File: src/rtl/core/srce_pkg.sv
`default_nettype none

package srce_pkg;

    // event codes carried on the action field
    localparam logic [2:0] ACT_START = 3'd0;
    localparam logic [2:0] ACT_LOST  = 3'd1;
    localparam logic [2:0] ACT_POSE  = 3'd2;
    localparam logic [2:0] ACT_WHEEL = 3'd3;
    localparam logic [2:0] ACT_TICK  = 3'd4;

    // configuration register indexes
    localparam logic [1:0] REG_ACCUM  = 2'd0;
    localparam logic [1:0] REG_THRESH = 2'd1;
    localparam logic [1:0] REG_WINDOW = 2'd2;

    localparam int RATIO_W = 32;
    localparam int FRAC_W  = 16;
    localparam int TICK_W  = 32;
    localparam int THR_W   = 14;
    localparam int PROD_W  = RATIO_W + THR_W;

    localparam logic [THR_W-1:0]  SCALE_K      = 14'd10000;
    localparam logic [THR_W-1:0]  THRESH_RESET = 14'd100;
    localparam logic [TICK_W-1:0] WINDOW_RESET = 32'd100;

endpackage

`default_nettype wire

File: src/rtl/core/srce_step_unit.sv
`default_nettype none

module srce_step_unit #(
    parameter int POS_WIDTH = 32
) (
    input  wire                         i_clk,
    input  wire                         i_rst_n,
    input  wire                         i_start,
    input  wire logic signed [POS_WIDTH-1:0] i_cur_x,
    input  wire logic signed [POS_WIDTH-1:0] i_cur_y,
    input  wire logic signed [POS_WIDTH-1:0] i_cur_z,
    input  wire logic signed [POS_WIDTH-1:0] i_prev_x,
    input  wire logic signed [POS_WIDTH-1:0] i_prev_y,
    input  wire logic signed [POS_WIDTH-1:0] i_prev_z,
    output logic                        o_done,
    output logic [POS_WIDTH:0]          o_len
);
    import srce_pkg::*;

    localparam int MW = POS_WIDTH + 1;
    localparam int SW = 2 * MW;
    localparam int RW = POS_WIDTH + 3;
    localparam int CW = $clog2(MW + 1);

    typedef enum logic [3:0] {
        U_IDLE = 4'b0001,
        U_LOAD = 4'b0010,
        U_SQ   = 4'b0100,
        U_RT   = 4'b1000
    } t_ustate;

    t_ustate           r_state;
    logic [MW-1:0]     r_mag [3];
    logic [1:0]        r_axis;
    logic [CW-1:0]     r_cnt;
    logic [SW-1:0]     r_mcand;
    logic [MW-1:0]     r_mplier;
    logic [SW-1:0]     r_sum;
    logic [RW-1:0]     r_rem;
    logic [MW-1:0]     r_root;
    logic              r_done;

    logic signed [MW-1:0] w_dx, w_dy, w_dz;
    logic [RW-1:0]     w_cur;
    logic [RW-1:0]     w_trial;
    logic              w_ge;

    function automatic logic [MW-1:0] f_abs(input logic signed [MW-1:0] d);
        f_abs = d[MW-1] ? MW'(-d) : MW'(d);
    endfunction

    always_comb begin
        w_dx    = MW'({i_cur_x[POS_WIDTH-1], i_cur_x}) - MW'({i_prev_x[POS_WIDTH-1], i_prev_x});
        w_dy    = MW'({i_cur_y[POS_WIDTH-1], i_cur_y}) - MW'({i_prev_y[POS_WIDTH-1], i_prev_y});
        w_dz    = MW'({i_cur_z[POS_WIDTH-1], i_cur_z}) - MW'({i_prev_z[POS_WIDTH-1], i_prev_z});
        w_cur   = {r_rem[RW-3:0], r_sum[SW-1:SW-2]};
        w_trial = {r_root, 2'b01};
        w_ge    = (w_cur >= w_trial);
    end

    always_ff @(posedge i_clk) begin
        r_done <= 1'b0;
        if (!i_rst_n) begin
            r_state <= U_IDLE;
        end else begin
            unique case (r_state)
                U_IDLE: begin
                    if (i_start) begin
                        r_mag[0] <= f_abs(w_dx);
                        r_mag[1] <= f_abs(w_dy);
                        r_mag[2] <= f_abs(w_dz);
                        r_axis   <= 2'd0;
                        r_sum    <= '0;
                        r_state  <= U_LOAD;
                    end
                end
                U_LOAD: begin
                    r_mcand  <= SW'(r_mag[r_axis]);
                    r_mplier <= r_mag[r_axis];
                    r_cnt    <= '0;
                    r_state  <= U_SQ;
                end
                U_SQ: begin
                    // shift-add square, accumulated over the three axes
                    if (r_mplier[0]) begin
                        r_sum <= r_sum + r_mcand;
                    end
                    r_mcand  <= {r_mcand[SW-2:0], 1'b0};
                    r_mplier <= r_mplier >> 1;
                    r_cnt    <= r_cnt + 1'b1;
                    if (r_cnt == CW'(MW - 1)) begin
                        r_cnt <= '0;
                        if (r_axis == 2'd2) begin
                            r_rem   <= '0;
                            r_root  <= '0;
                            r_state <= U_RT;
                        end else begin
                            r_axis  <= r_axis + 2'd1;
                            r_state <= U_LOAD;
                        end
                    end
                end
                U_RT: begin
                    // restoring square root, two radicand bits a step
                    r_sum  <= {r_sum[SW-3:0], 2'b00};
                    r_rem  <= w_ge ? (w_cur - w_trial) : w_cur;
                    r_root <= {r_root[MW-2:0], w_ge};
                    r_cnt  <= r_cnt + 1'b1;
                    if (r_cnt == CW'(MW - 1)) begin
                        r_done  <= 1'b1;
                        r_state <= U_IDLE;
                    end
                end
                default: r_state <= U_IDLE;
            endcase
        end
    end

    assign o_done = r_done;
    assign o_len  = r_root;

endmodule

`default_nettype wire

File: src/rtl/core/srce_divider.sv
`default_nettype none

module srce_divider #(
    parameter int DIST_WIDTH = 48
) (
    input  wire                    i_clk,
    input  wire                    i_rst_n,
    input  wire                    i_start,
    input  wire [DIST_WIDTH-1:0]   i_num,
    input  wire [DIST_WIDTH-1:0]   i_den,
    output logic                   o_done,
    output logic [31:0]            o_ratio
);
    import srce_pkg::*;

    localparam int NW = DIST_WIDTH + FRAC_W;
    localparam int CW = $clog2(NW + 1);

    logic                  r_busy;
    logic                  r_done;
    logic [CW-1:0]         r_cnt;
    logic [NW-1:0]         r_q;
    logic [DIST_WIDTH:0]   r_rem;
    logic [DIST_WIDTH-1:0] r_den;

    logic [DIST_WIDTH:0]   w_cur;
    logic                  w_ge;

    always_comb begin
        w_cur = {r_rem[DIST_WIDTH-1:0], r_q[NW-1]};
        w_ge  = (w_cur >= {1'b0, r_den});
    end

    always_ff @(posedge i_clk) begin
        r_done <= 1'b0;
        if (!i_rst_n) begin
            r_busy <= 1'b0;
        end else if (!r_busy) begin
            if (i_start) begin
                r_q    <= {i_num, {FRAC_W{1'b0}}};
                r_den  <= i_den;
                r_rem  <= '0;
                r_cnt  <= '0;
                r_busy <= 1'b1;
            end
        end else begin
            r_rem <= w_ge ? (w_cur - {1'b0, r_den}) : w_cur;
            r_q   <= {r_q[NW-2:0], w_ge};
            r_cnt <= r_cnt + 1'b1;
            if (r_cnt == CW'(NW - 1)) begin
                r_busy <= 1'b0;
                r_done <= 1'b1;
            end
        end
    end

    // zero divisor gives an all-ones quotient, caught with the overflow
    assign o_ratio = (|r_q[NW-1:RATIO_W]) ? '0 : r_q[RATIO_W-1:0];
    assign o_done  = r_done;

endmodule

`default_nettype wire

File: src/rtl/core/scale_ratio_convergence_estimator.sv
// Scale ratio convergence estimator.
// Input channel (i_in_valid / o_in_ready) carries one event per item: start,
// lost, visual pose, wheel position or tick. Every item gives exactly one
// result on the output channel (o_out_valid / i_out_ready): o_published and,
// when set, the converged ratio in unsigned Q16.16.
// Configuration is a plain write port (i_cfg_we, i_cfg_idx, i_cfg_data);
// users must write it only while the block is idle; the block leaves that to them.
// Work per item, from accept to result loaded:
//   start, lost, tick without evaluation, unused codes: straight to the output
//   pose or wheel step: runs the bit-serial squarer and the square root of the
//     step unit, then the output state
//   tick with evaluation: runs the one-bit-a-cycle divider, then the multiply
//     and compare states, then the output state
// The block takes one item at a time; o_in_ready is low while an item is in
// work. A finished result sits in the output register while the next item
// is taken; if the receiver stalls, the following result waits until the
// register empties. Reset clears the tracking state, loads register defaults.
`default_nettype none

module scale_ratio_convergence_estimator #(
    parameter int POS_WIDTH  = 32,
    parameter int DIST_WIDTH = 48
) (
    input  wire                          i_clk,
    input  wire                          i_rst_n,
    input  wire                          i_in_valid,
    output logic                         o_in_ready,
    input  wire [2:0]                    i_action,
    input  wire                          i_flag_value,
    input  wire logic signed [POS_WIDTH-1:0] i_pos_x,
    input  wire logic signed [POS_WIDTH-1:0] i_pos_y,
    input  wire logic signed [POS_WIDTH-1:0] i_pos_z,
    output logic                         o_out_valid,
    input  wire                          i_out_ready,
    output logic                         o_published,
    output logic [31:0]                  o_ratio_out,
    input  wire                          i_cfg_we,
    input  wire [1:0]                    i_cfg_idx,
    input  wire [31:0]                   i_cfg_data
);
    import srce_pkg::*;

    localparam int AW = ((DIST_WIDTH > POS_WIDTH + 1) ? DIST_WIDTH : POS_WIDTH + 1) + 1;

    typedef enum logic [5:0] {
        S_IDLE = 6'b000001,
        S_STEP = 6'b000010,
        S_DIV  = 6'b000100,
        S_MUL  = 6'b001000,
        S_CMP  = 6'b010000,
        S_OUT  = 6'b100000
    } t_state;

    t_state                r_state;
    logic                  r_accum;
    logic [THR_W-1:0]      r_thresh;
    logic [TICK_W-1:0]     r_window;
    logic                  r_started;
    logic                  r_lost;
    logic [POS_WIDTH-1:0]  r_prev_vis [3];
    logic [POS_WIDTH-1:0]  r_prev_whl [3];
    logic [DIST_WIDTH-1:0] r_vis_dist;
    logic [DIST_WIDTH-1:0] r_whl_dist;
    logic [RATIO_W-1:0]    r_old_ratio;
    logic [TICK_W-1:0]     r_elapsed;
    logic                  r_is_wheel;
    logic [RATIO_W-1:0]    r_new_ratio;
    logic [PROD_W-1:0]     r_pa;
    logic [PROD_W-1:0]     r_pb;
    logic                  r_pub;
    logic                  r_out_valid;
    logic                  r_out_pub;
    logic [RATIO_W-1:0]    r_out_ratio;

    logic                  w_accept_in;
    logic                  w_step_start;
    logic                  w_div_start;
    logic                  w_step_done;
    logic                  w_div_done;
    logic [POS_WIDTH:0]    w_len;
    logic [RATIO_W-1:0]    w_div_ratio;
    logic [TICK_W-1:0]     w_tick_next;
    logic                  w_eval;
    logic [RATIO_W-1:0]    w_diff;
    logic [AW-1:0]         w_dsum;
    logic [DIST_WIDTH-1:0] w_dsat;
    logic                  w_pass;

    assign o_in_ready  = (r_state == S_IDLE);
    assign w_accept_in = i_in_valid && o_in_ready;

    always_comb begin
        w_tick_next  = (r_elapsed == '1) ? r_elapsed : r_elapsed + 1'b1;
        w_eval       = r_started && !r_lost && (w_tick_next > r_window);
        w_step_start = w_accept_in && ((i_action == ACT_POSE) || (i_action == ACT_WHEEL));
        w_div_start  = w_accept_in && (i_action == ACT_TICK) && w_eval;
        w_diff       = (r_old_ratio > r_new_ratio) ? r_old_ratio - r_new_ratio
                                                   : r_new_ratio - r_old_ratio;
        w_dsum       = AW'(r_is_wheel ? r_whl_dist : r_vis_dist) + AW'(w_len);
        // saturate the distance at all ones
        w_dsat       = (|w_dsum[AW-1:DIST_WIDTH]) ? '1 : w_dsum[DIST_WIDTH-1:0];
        w_pass       = (r_pa < r_pb);
    end

    srce_step_unit #(
        .POS_WIDTH (POS_WIDTH)
    ) u_step (
        .i_clk    (i_clk),
        .i_rst_n  (i_rst_n),
        .i_start  (w_step_start),
        .i_cur_x  (i_pos_x),
        .i_cur_y  (i_pos_y),
        .i_cur_z  (i_pos_z),
        .i_prev_x ((i_action == ACT_WHEEL) ? r_prev_whl[0] : r_prev_vis[0]),
        .i_prev_y ((i_action == ACT_WHEEL) ? r_prev_whl[1] : r_prev_vis[1]),
        .i_prev_z ((i_action == ACT_WHEEL) ? r_prev_whl[2] : r_prev_vis[2]),
        .o_done   (w_step_done),
        .o_len    (w_len)
    );

    srce_divider #(
        .DIST_WIDTH (DIST_WIDTH)
    ) u_div (
        .i_clk   (i_clk),
        .i_rst_n (i_rst_n),
        .i_start (w_div_start),
        .i_num   (r_vis_dist),
        .i_den   (r_whl_dist),
        .o_done  (w_div_done),
        .o_ratio (w_div_ratio)
    );

    always_ff @(posedge i_clk) begin
        if (!i_rst_n) begin
            r_accum  <= 1'b0;
            r_thresh <= THRESH_RESET;
            r_window <= WINDOW_RESET;
        end else if (i_cfg_we) begin
            unique case (i_cfg_idx)
                REG_ACCUM:  r_accum  <= i_cfg_data[0];
                REG_THRESH: r_thresh <= i_cfg_data[THR_W-1:0];
                REG_WINDOW: r_window <= i_cfg_data[TICK_W-1:0];
                default: ;
            endcase
        end
    end

    always_ff @(posedge i_clk) begin
        if (!i_rst_n) begin
            r_state     <= S_IDLE;
            r_started   <= 1'b0;
            r_lost      <= 1'b0;
            r_vis_dist  <= '0;
            r_whl_dist  <= '0;
            r_old_ratio <= '0;
            r_elapsed   <= '0;
            r_pub       <= 1'b0;
            r_out_valid <= 1'b0;
            for (int i = 0; i < 3; i++) begin
                r_prev_vis[i] <= '0;
                r_prev_whl[i] <= '0;
            end
        end else begin
            if (r_out_valid && i_out_ready) begin
                r_out_valid <= 1'b0;
            end
            unique case (r_state)
                S_IDLE: begin
                    if (w_accept_in) begin
                        r_pub   <= 1'b0;
                        r_state <= S_OUT;
                        priority case (i_action)
                            ACT_START: begin
                                if (i_flag_value) begin
                                    r_started   <= 1'b1;
                                    r_elapsed   <= '0;
                                    r_old_ratio <= '0;
                                    r_vis_dist  <= '0;
                                    r_whl_dist  <= '0;
                                end
                            end
                            ACT_LOST: r_lost <= i_flag_value;
                            ACT_POSE: begin
                                r_prev_vis[0] <= i_pos_x;
                                r_prev_vis[1] <= i_pos_y;
                                r_prev_vis[2] <= i_pos_z;
                                r_is_wheel    <= 1'b0;
                                r_state       <= S_STEP;
                            end
                            ACT_WHEEL: begin
                                r_prev_whl[0] <= i_pos_x;
                                r_prev_whl[1] <= i_pos_y;
                                r_prev_whl[2] <= i_pos_z;
                                r_is_wheel    <= 1'b1;
                                r_state       <= S_STEP;
                            end
                            ACT_TICK: begin
                                r_elapsed <= w_tick_next;
                                if (w_eval) begin
                                    r_state <= S_DIV;
                                end
                            end
                            default: ;
                        endcase
                    end
                end
                S_STEP: begin
                    if (w_step_done) begin
                        if (!r_lost) begin
                            if (r_is_wheel) begin
                                r_whl_dist <= w_dsat;
                            end else begin
                                r_vis_dist <= w_dsat;
                            end
                        end
                        r_state <= S_OUT;
                    end
                end
                S_DIV: begin
                    if (w_div_done) begin
                        r_new_ratio <= w_div_ratio;
                        r_state     <= S_MUL;
                    end
                end
                S_MUL: begin
                    r_pa    <= PROD_W'(w_diff) * PROD_W'(SCALE_K);
                    r_pb    <= PROD_W'(r_thresh) * PROD_W'(r_old_ratio);
                    r_state <= S_CMP;
                end
                S_CMP: begin
                    r_elapsed <= '0;
                    if (w_pass) begin
                        r_pub       <= 1'b1;
                        r_old_ratio <= '0;
                        r_vis_dist  <= '0;
                        r_whl_dist  <= '0;
                        r_started   <= 1'b0;
                        r_lost      <= 1'b0;
                    end else begin
                        r_old_ratio <= r_new_ratio;
                        if (!r_accum) begin
                            r_vis_dist <= '0;
                            r_whl_dist <= '0;
                        end
                    end
                    r_state <= S_OUT;
                end
                S_OUT: begin
                    if (!r_out_valid || i_out_ready) begin
                        r_out_valid <= 1'b1;
                        r_out_pub   <= r_pub;
                        r_out_ratio <= r_pub ? r_new_ratio : '0;
                        r_state     <= S_IDLE;
                    end
                end
                default: r_state <= S_IDLE;
            endcase
        end
    end

    assign o_out_valid = r_out_valid;
    assign o_published = r_out_pub;
    assign o_ratio_out = r_out_ratio;

    a_item_leaves_idle: assert property (@(posedge i_clk) disable iff (!i_rst_n)
        w_accept_in |=> (r_state != S_IDLE))
        else $error("accepted item did not start work");

    a_eval_only_when_running: assert property (@(posedge i_clk) disable iff (!i_rst_n)
        (r_state == S_DIV) |-> (r_started && !r_lost))
        else $error("evaluation while not started or lost");

    a_publish_clears: assert property (@(posedge i_clk) disable iff (!i_rst_n)
        ((r_state == S_CMP) && w_pass) |=>
            (!r_started && (r_vis_dist == '0) && (r_old_ratio == '0)))
        else $error("publish did not clear state");

endmodule

`default_nettype wire
File: config.mk
export PLATFORM = sky130hd
export DESIGN_NAME = scale_ratio_convergence_estimator
export DESIGN_NICKNAME = d
export VERILOG_FILES = /design/src/rtl/core/srce_pkg.sv /design/src/rtl/core/srce_step_unit.sv /design/src/rtl/core/srce_divider.sv /design/src/rtl/core/scale_ratio_convergence_estimator.sv
export SDC_FILE = /design/constraint.sdc
export NUM_CORES = 2
export LEC_CHECK = 0
export BUFFER_PORTS_ARGS = -buffer_cell sky130_fd_sc_hd__buf_2
export CAP_MARGIN = 0
export CORE_ASPECT_RATIO = 1.5
export CORE_MARGIN = 2
export CORE_UTILIZATION = 51
export CTS_CLUSTER_DIAMETER = 200
export DETAILED_ROUTE_END_ITERATION = 10
export GPL_TIMING_DRIVEN = 1
export PLACE_DENSITY = 0.67
export SLEW_MARGIN = 20
export SYNTH_ARGS = -nofsm -noshare
export SYNTH_HDL_FRONTEND = slang
export SYNTH_HIERARCHICAL = 1
export SYNTH_SLANG_ARGS = --single-unit
File: constraint.sdc
create_clock -name i_clk -period 32.4 [get_ports i_clk]
set_input_delay 1.62 -clock i_clk [delete_from_list [all_inputs] [get_ports i_clk]]
set_output_delay 1.62 -clock i_clk [all_outputs]
set_load 0.005 [all_outputs]
== Yosys cells after proc, flatten, opt, wreduce, memory -nomap -nowiden ==
Memory sizes are Yosys's and may differ from the RTL's. A register that Yosys moved wholly into a read port is not among the register bits.
Cells that the tools add are included.

* Add/sub/neg operators: 16
* $mul: 2
* Div/mod/pow operators: 0
* $lt $le $gt $ge: 5
* Equality and inequality tests: 40
* Shift operators: 0
* Muxes and demuxes: 110
* Bitwise operators: 7
* Reduce and logical (&&, ||, !) cells: 49

{| class="wikitable"
|+ Operators by type and width
! kind !! count
|-
| $mux W48 || 16
|-
| $mux W32 || 16
|-
| $pmux W48 S3 || 2
|-
| $mux W33 || 8
|-
| $pmux W33 S2 || 3
|-
| $pmux W66 S3 || 1
|-
| $pmux W32 S2 || 3
|-
| $mux W66 || 2
|-
| $pmux W66 S2 || 1
|-
| $mux W64 || 2
|-
| $neg A33 Y33 || 3
|-
| $sub A32 B32 Y33 || 3
|-
| $add A66 B66 Y66 || 1
|-
| $gt A32 B32 Y1 || 2
|-
| $sub A32 B32 Y32 || 2
|-
| $add A48 B33 Y49 || 1
|-
| $ge A49 B48 Y1 || 1
|-
| $sub A48 B48 Y48 || 1
|-
| $lt A46 B46 Y1 || 1
|-
| $mul A14 B32 Y46 || 1
|-
| $mul A32 B10 Y42 const B || 1
|-
| $mux W6 || 6
|-
| $pmux W6 S6 || 1
|-
| $ge A35 B35 Y1 || 1
|-
| other kinds (51) || 150
|}

* Bits in registers: 784
* Latch bits: 0
* Memory bits (writable): 291
* Bits in read-only memories: 0
* Output and inout port bits: 35
* Word-level logic and storage cells: 265
* Memories kept: 3

{| class="wikitable"
|+ Memory list
! memory !! words !! width !! read ports !! clocked after Yosys merged registers in !! wr ports !! RTL line !! source
|-
| u_step.r_mag || 3 || 33 || 1 || 1 || 3 || srce_step_unit.sv:33 || <nowiki>logic [MW-1:0] r_mag [3];</nowiki>
|-
| r_prev_vis || 3 || 32 || 3 || 0 || 3 || scale_ratio_convergence_estimator.sv:60 || <nowiki>logic [POS_WIDTH-1:0] r_prev_vis [3];</nowiki>
|-
| r_prev_whl || 3 || 32 || 3 || 0 || 3 || scale_ratio_convergence_estimator.sv:61 || <nowiki>logic [POS_WIDTH-1:0] r_prev_whl [3];</nowiki>
|}

== Longest topological paths before layout ==
* Word-level depth: 8
* Gate-level depth with buffers: 40
* Mapped depth without buffers: 37

== By module ==
The synthesis kept the hierarchy.

{| class="wikitable"
|+ Modules (own cells, without submodules)
! module !! instances !! cells an instance !! area each (µm²)
|-
| scale_ratio_convergence_estimator || 1 || 5154 || 48778.0
|-
| srce_step_unit || 1 || 2925 || 26590.5
|-
| srce_divider || 1 || 955 || 10181.0
|}

== Least setup slack after synthesis ==
No wires, ideal clock.

* Kind: input -> register
* From: in i_rst_n
* To: reg r_pa[10], enable pin
* Arrival: 11212 ps
* Setup slack: 20407 ps
* Cell stages on the path: 4
* Cells stage by stage: clkbuf_1 > clkbuf_1 > nand2_1 > nor4b_1

* Word-level cells in the longest chain between the ends: 1

{| class="wikitable"
|+ Ends and longest elaborated chain
! item !! RTL line !! source
|-
| from (decl) || scale_ratio_convergence_estimator.sv:25 || <nowiki>input wire i_rst_n,</nowiki>
|-
| $reduce_and A2 Y1 (no line) || -- ||
|-
| to (signal assigned) || scale_ratio_convergence_estimator.sv:226 || <nowiki>r_pa <= PROD_W'(w_diff) * PROD_W'(SCALE_K);</nowiki>
|-
| to (decl) || scale_ratio_convergence_estimator.sv:68 || <nowiki>logic [PROD_W-1:0] r_pa;</nowiki>
|}

No other way between the ends.
A chain may end at the register's enable or synchronous reset.

== Worst setup path after layout ==
* From: reg r_old_ratio[25]
* To: reg r_pa[45], data pin

* Word-level cells in the longest chain between the ends: 3
* Elaborated cells on any way between the ends: 5

{| class="wikitable"
|+ Ends and longest elaborated chain
! item !! RTL line !! source
|-
| from (decl) || scale_ratio_convergence_estimator.sv:64 || <nowiki>logic [RATIO_W-1:0] r_old_ratio;</nowiki>
|-
| from (signal assigned) || scale_ratio_convergence_estimator.sv:240 || <nowiki>r_old_ratio <= r_new_ratio;</nowiki>
|-
| $sub A32 B32 Y32, or another cell as far along || scale_ratio_convergence_estimator.sv:98 || <nowiki>: r_new_ratio - r_old_ratio;</nowiki>
|-
| $mux W32 * || scale_ratio_convergence_estimator.sv:97 || <nowiki>w_diff = (r_old_ratio > r_new_ratio) ? r_old_ratio - r_new_ratio</nowiki>
|-
| $mul A32 B10 Y42 * || scale_ratio_convergence_estimator.sv:226 ||
|}

Mark *: on every way between the ends. The rest lies on a longest branch, timed or not.

==> insert_results.sql <==
INSERT INTO impl_metrics (metric_group, metric, value, unit) VALUES
('run_status', 'status', 'complete, no violations', ''),
('floorplanning', 'initial_core_util', '0.512', ''),
('setup_path', 'critPathArrivalTime', '10620', 'ps'),
('drt', 'drtPass1Iterations', '5', ''),
('setup_path', 'timing.critical_path.required', '32910', 'ps'),
('logic_synthesis', 'postSynthNetCount', '10271', ''),
('logic_synthesis', 'synthDistinctLibCells', '120', ''),
('pwr', 'cellLeakagePower', '0.0421', 'µW'),
('setup_path', 'critical_path_peak_fanout', '52', ''),
('clock_network', 'postCtsResizedCells', '0', ''),
('drt', 'totalWireLength', '222000', 'µm'),
('clock_network', 'tritoncts', 'done', ''),
('logic_synthesis', 'post-synth-top-count-cell', 'nand2_1', ''),
('clock_network', 'skew_pair_late_insertion_delay', '790', 'ps'),
('logic_synthesis', 'yosys_register_bits', '1077', ''),
('timing', 'worst_pin_slew', '1100', 'ps'),
('pwr', 'power_per_cell_area', '40.4', 'nW/µm²'),
('final_layout', 'syn_to_final_growth', '7.79', '%'),
('floorplanning', 'design.core.area', '167000', 'µm²'),
('setup_path', 'slowest_stage', 'dfxtp_1', ''),
('timing', 'worst_clock_skew', '53.0', 'ps'),
('global_route', 'grt_remaining_overflow', '0', ''),
('clock_network', 'postCtsSetupRepairBufs', '0', ''),
('timing', 'finalCriticalPeriod', '10100', 'ps'),
('setup_path', 'type_of_origin_of_the_critical_path', 'register', ''),
('logic_synthesis', 'syn_area_per_cell', '9.47', 'µm²'),
('floorplanning', 'num_rows', '184', ''),
('logic_synthesis', 'synthesis.instances', '9034', ''),
('clock_network', 'htree_num_levels', '3', ''),
('setup_path', 'worst_path_dominant_cell_family', 'adder cells', ''),
('clock_network', 'cts_hold_buf', '0', ''),
('timing', 'timing.max_slew.rel_slack', '0.263', ''),
('timing', 'final.hold.worst_slack', '437', 'ps'),
('timing', 'final-max-slew-violation-count', '0', ''),
('final_layout', 'drive_gt1_frac', '0.0710', ''),
('drt', 'drtAntennaViolNets', '0', ''),
('timing', 'finalCritPeriodShare', '0.312', ''),
('placement', 'numPortBuffers', '173', ''),
('clock_network', 'clock_sink_count', '1077', ''),
('floorplanning', 'floorplan.die.width', '338', 'µm'),
('logic_synthesis', 'netlist_top_cells_count', '1274 x nand2_1, 884 x inv_1, 851 x edfxtp_1', ''),
('timing', 'max_freq', '0.0990', 'GHz'),
('logic_synthesis', 'summed_instance_area_of_the_synthesized_netlist', '85500', 'µm²'),
('logic_synthesis', 'synthFlopType', 'edfxtp_1', ''),
('job', 'timing.max_cap.violations', '0', ''),
('setup_path', 'timing_worst_setup_path_type', 'register to register', ''),
('timing', 'final-hold-violation-count', '0', ''),
('worst_hold_path', 'worstHoldPathType', 'register to register', ''),
('clock_network', 'cts_buffers', '109', ''),
('global_route', 'globalRouteTotalUtil', '0.259', ''),
('placement', 'globalplace.congestion', '0.919', ''),
('logic_synthesis', 'yosysTopAreaCell', 'edfxtp_1', ''),
('logic_synthesis', 'ys_warn_count', '6', ''),
('floorplanning', 'design.die.area', '171000', 'µm²'),
('drt', 'drc', '0', ''),
('logic_synthesis', 'sequential_share_of_the_synthesized_area', '0.352', ''),
('timing', 'rsz0062_at_grt', 'false', ''),
('placement', 'place.detailed.hpwl', '169000', 'µm'),
('logic_synthesis', 'synth_edf_count', '851', ''),
('clock_network', 'clk_path_buf_depth', '3', ''),
('global_route', 'grt_pass1_wl', '359000', 'µm'),
('global_route', 'antenna_found_initial', '8', ''),
('setup_path', 'critical-path-max-stage-delay', '720', 'ps'),
('logic_synthesis', 'synth_top_area_share', '0.299', ''),
('timing', 'setup_viol', '0', ''),
('timing', 'setup-tns-final', '0', 'ps'),
('final_layout', 'nets', '10234', ''),
('logic_synthesis', 'async_reset_ff_frac', '0', ''),
('setup_path', 'critPathBufInv', '6', ''),
('setup_path', 'worst_path_most_repeated_cell', 'inv_1', ''),
('floorplanning', 'chipHeight', '506', 'µm'),
('floorplanning', 'top_level_ports', '174', ''),
('pwr', 'worst_ir_drop_vdd', '0.0482', 'mV'),
('setup_path', 'worst_setup_path_end_kind', 'register', ''),
('global_route', 'via_count_of_the_first_global_routing_pass', '66432', ''),
('logic_synthesis', 'synthTopCellsByArea', 'edfxtp_1 30%, fa_1 10%, ha_1 9.7%', ''),
('global_route', 'grt_start_max_net_pins', '94', ''),
('drt', 'viasPerCell', '5.75', ''),
('drt', 'detailroute.via_count', '65139', ''),
('drt', 'wire_per_inst', '19.6', 'µm'),
('clock_network', 'clock-root-buffer', 'clkbuf_16', ''),
('drt', 'drc_violation_total_after_the_first_tritonroute_iteration', '3903', ''),
('clock_network', 'cts.reportedPaths.clkPinSlew', '70', 'ps');
## registers in the layout, summed over array words and instances, names as in the netlist, 33 cells and up, named ones only
name,cells
u_step/r_mag,99
u_div/r_den,48
u_step/o_len,33
u_step/r_sum,66
u_step/r_rem,33
u_div/r_q,64
u_step/r_mcand,66
r_vis_dist,48
r_prev_vis,96
u_div/r_rem,48
r_prev_whl,96
r_pb,46
u_step/r_mplier,33
r_whl_dist,48
r_pa,42
## logic make-up (layout without fill, tap and decap cells)
family	after synthesis	in the layout	synth area share
multiplexers	224	224	0.0276
XOR/XNOR	481	481	0.0494
adder cells (fa/ha/maj)	1098	1098	0.199
AO/OA/AOI/OAI	1864	1864	0.145
AND/OR/NAND/NOR	3009	3009	0.170
buffers and inverters	1281	1340	0.0573
other	0	3	0
flip-flops	1077	1077	0.352
## final cells by class
cell class | count | area, µm²
diodes | 3 | 7.51
clock buffers | 129 | 2910
clock inverters | 78 | 957
fillers | 15030 | 74900
inverters | 886 | 3330
multi-input cells | 6676 | 50700
flip-flops and latches | 1077 | 30100
well taps | 2232 | 2790
repair buffers | 247 | 1440
## power breakdown
| group | switching, µW | internal, µW |
|---|---|---|
| clock network | 594 | 769 |
| logic | 473 | 277 |
| registers | 37.7 | 1570 |
| total | 1100 | 2620 |
## path summary, 6_finish.rpt
kind,startpoint,endpoint,slack [ps],cells after the start
setup / recovery,r_old_ratio[25],r_pa[45],22300,35
hold / removal,r_whl_dist[46],u_div/r_den[46],440,0
setup reg to reg,r_old_ratio[25],r_pa[45],22300,35
hold reg to reg,r_whl_dist[46],u_div/r_den[46],440,0
## through the flow
step / std cells / utilization / instance area, µm² / total power (µW) / setup WS, ps
6_report: 11328 / 0.552 / 92200 / 3730 / 22300
5_1_grt: 11326 / 0.552 / 92200 / 3890 / 21620
4_1_cts: 11324 / 0.551 / 92200 / 3750 / 22390
3_5_place_dp: 11117 / 0.528 / 88300 / 2380 / 22410
3_3_place_gp: 11116 / 0.528 / 88300 / 2370 / 22580
2_1_floorplan: 9034 / - / 85500 / 2190 / 20410
## metal layers
metal,vias to the layer above,GRT usage,part of all wire,wire (µm)
li1,31190,-,-,-
met1,31959,0.302,0.40,88000
met2,1517,0.473,0.51,114000
met3,465,0.0258,0.038,8430
met4,8,0.126,0.053,11900
met5,-,0,0.00027,59
## cells in the final DEF, fill, tap and decap left out, types with 54 or more instances in the layout
master | netlist | final
o21a_1 | 68 | 66
and2_1 | 428 | 427
nand4_1 | 94 | 94
mux2_2 | 92 | 92
nor2b_1 | 152 | 151
nand3_1 | 138 | 138
nand2b_1 | 55 | 55
and3_1 | 163 | 161
a211oi_1 | 60 | 60
xnor2_1 | 288 | 288
fa_1 | 436 | 436
inv_1 | 884 | 884
nand2_1 | 1274 | 1272
nor2_1 | 415 | 412
mux2i_1 | 132 | 132
a21oi_1 | 473 | 472
edfxtp_1 | 851 | 851
dfxtp_1 | 226 | 223
buf_2 | 29 | 172
a21boi_0 | 69 | 69
o21ai_0 | 365 | 365
xor2_1 | 191 | 191
a22oi_1 | 54 | 54
ha_1 | 662 | 662
nor3_1 | 96 | 95
o21bai_1 | 61 | 61
a21o_1 | 280 | 280
clkbuf_16 | 0 | 111
buf_4 | 5 | 73
(Power assumes the default switching activity.)
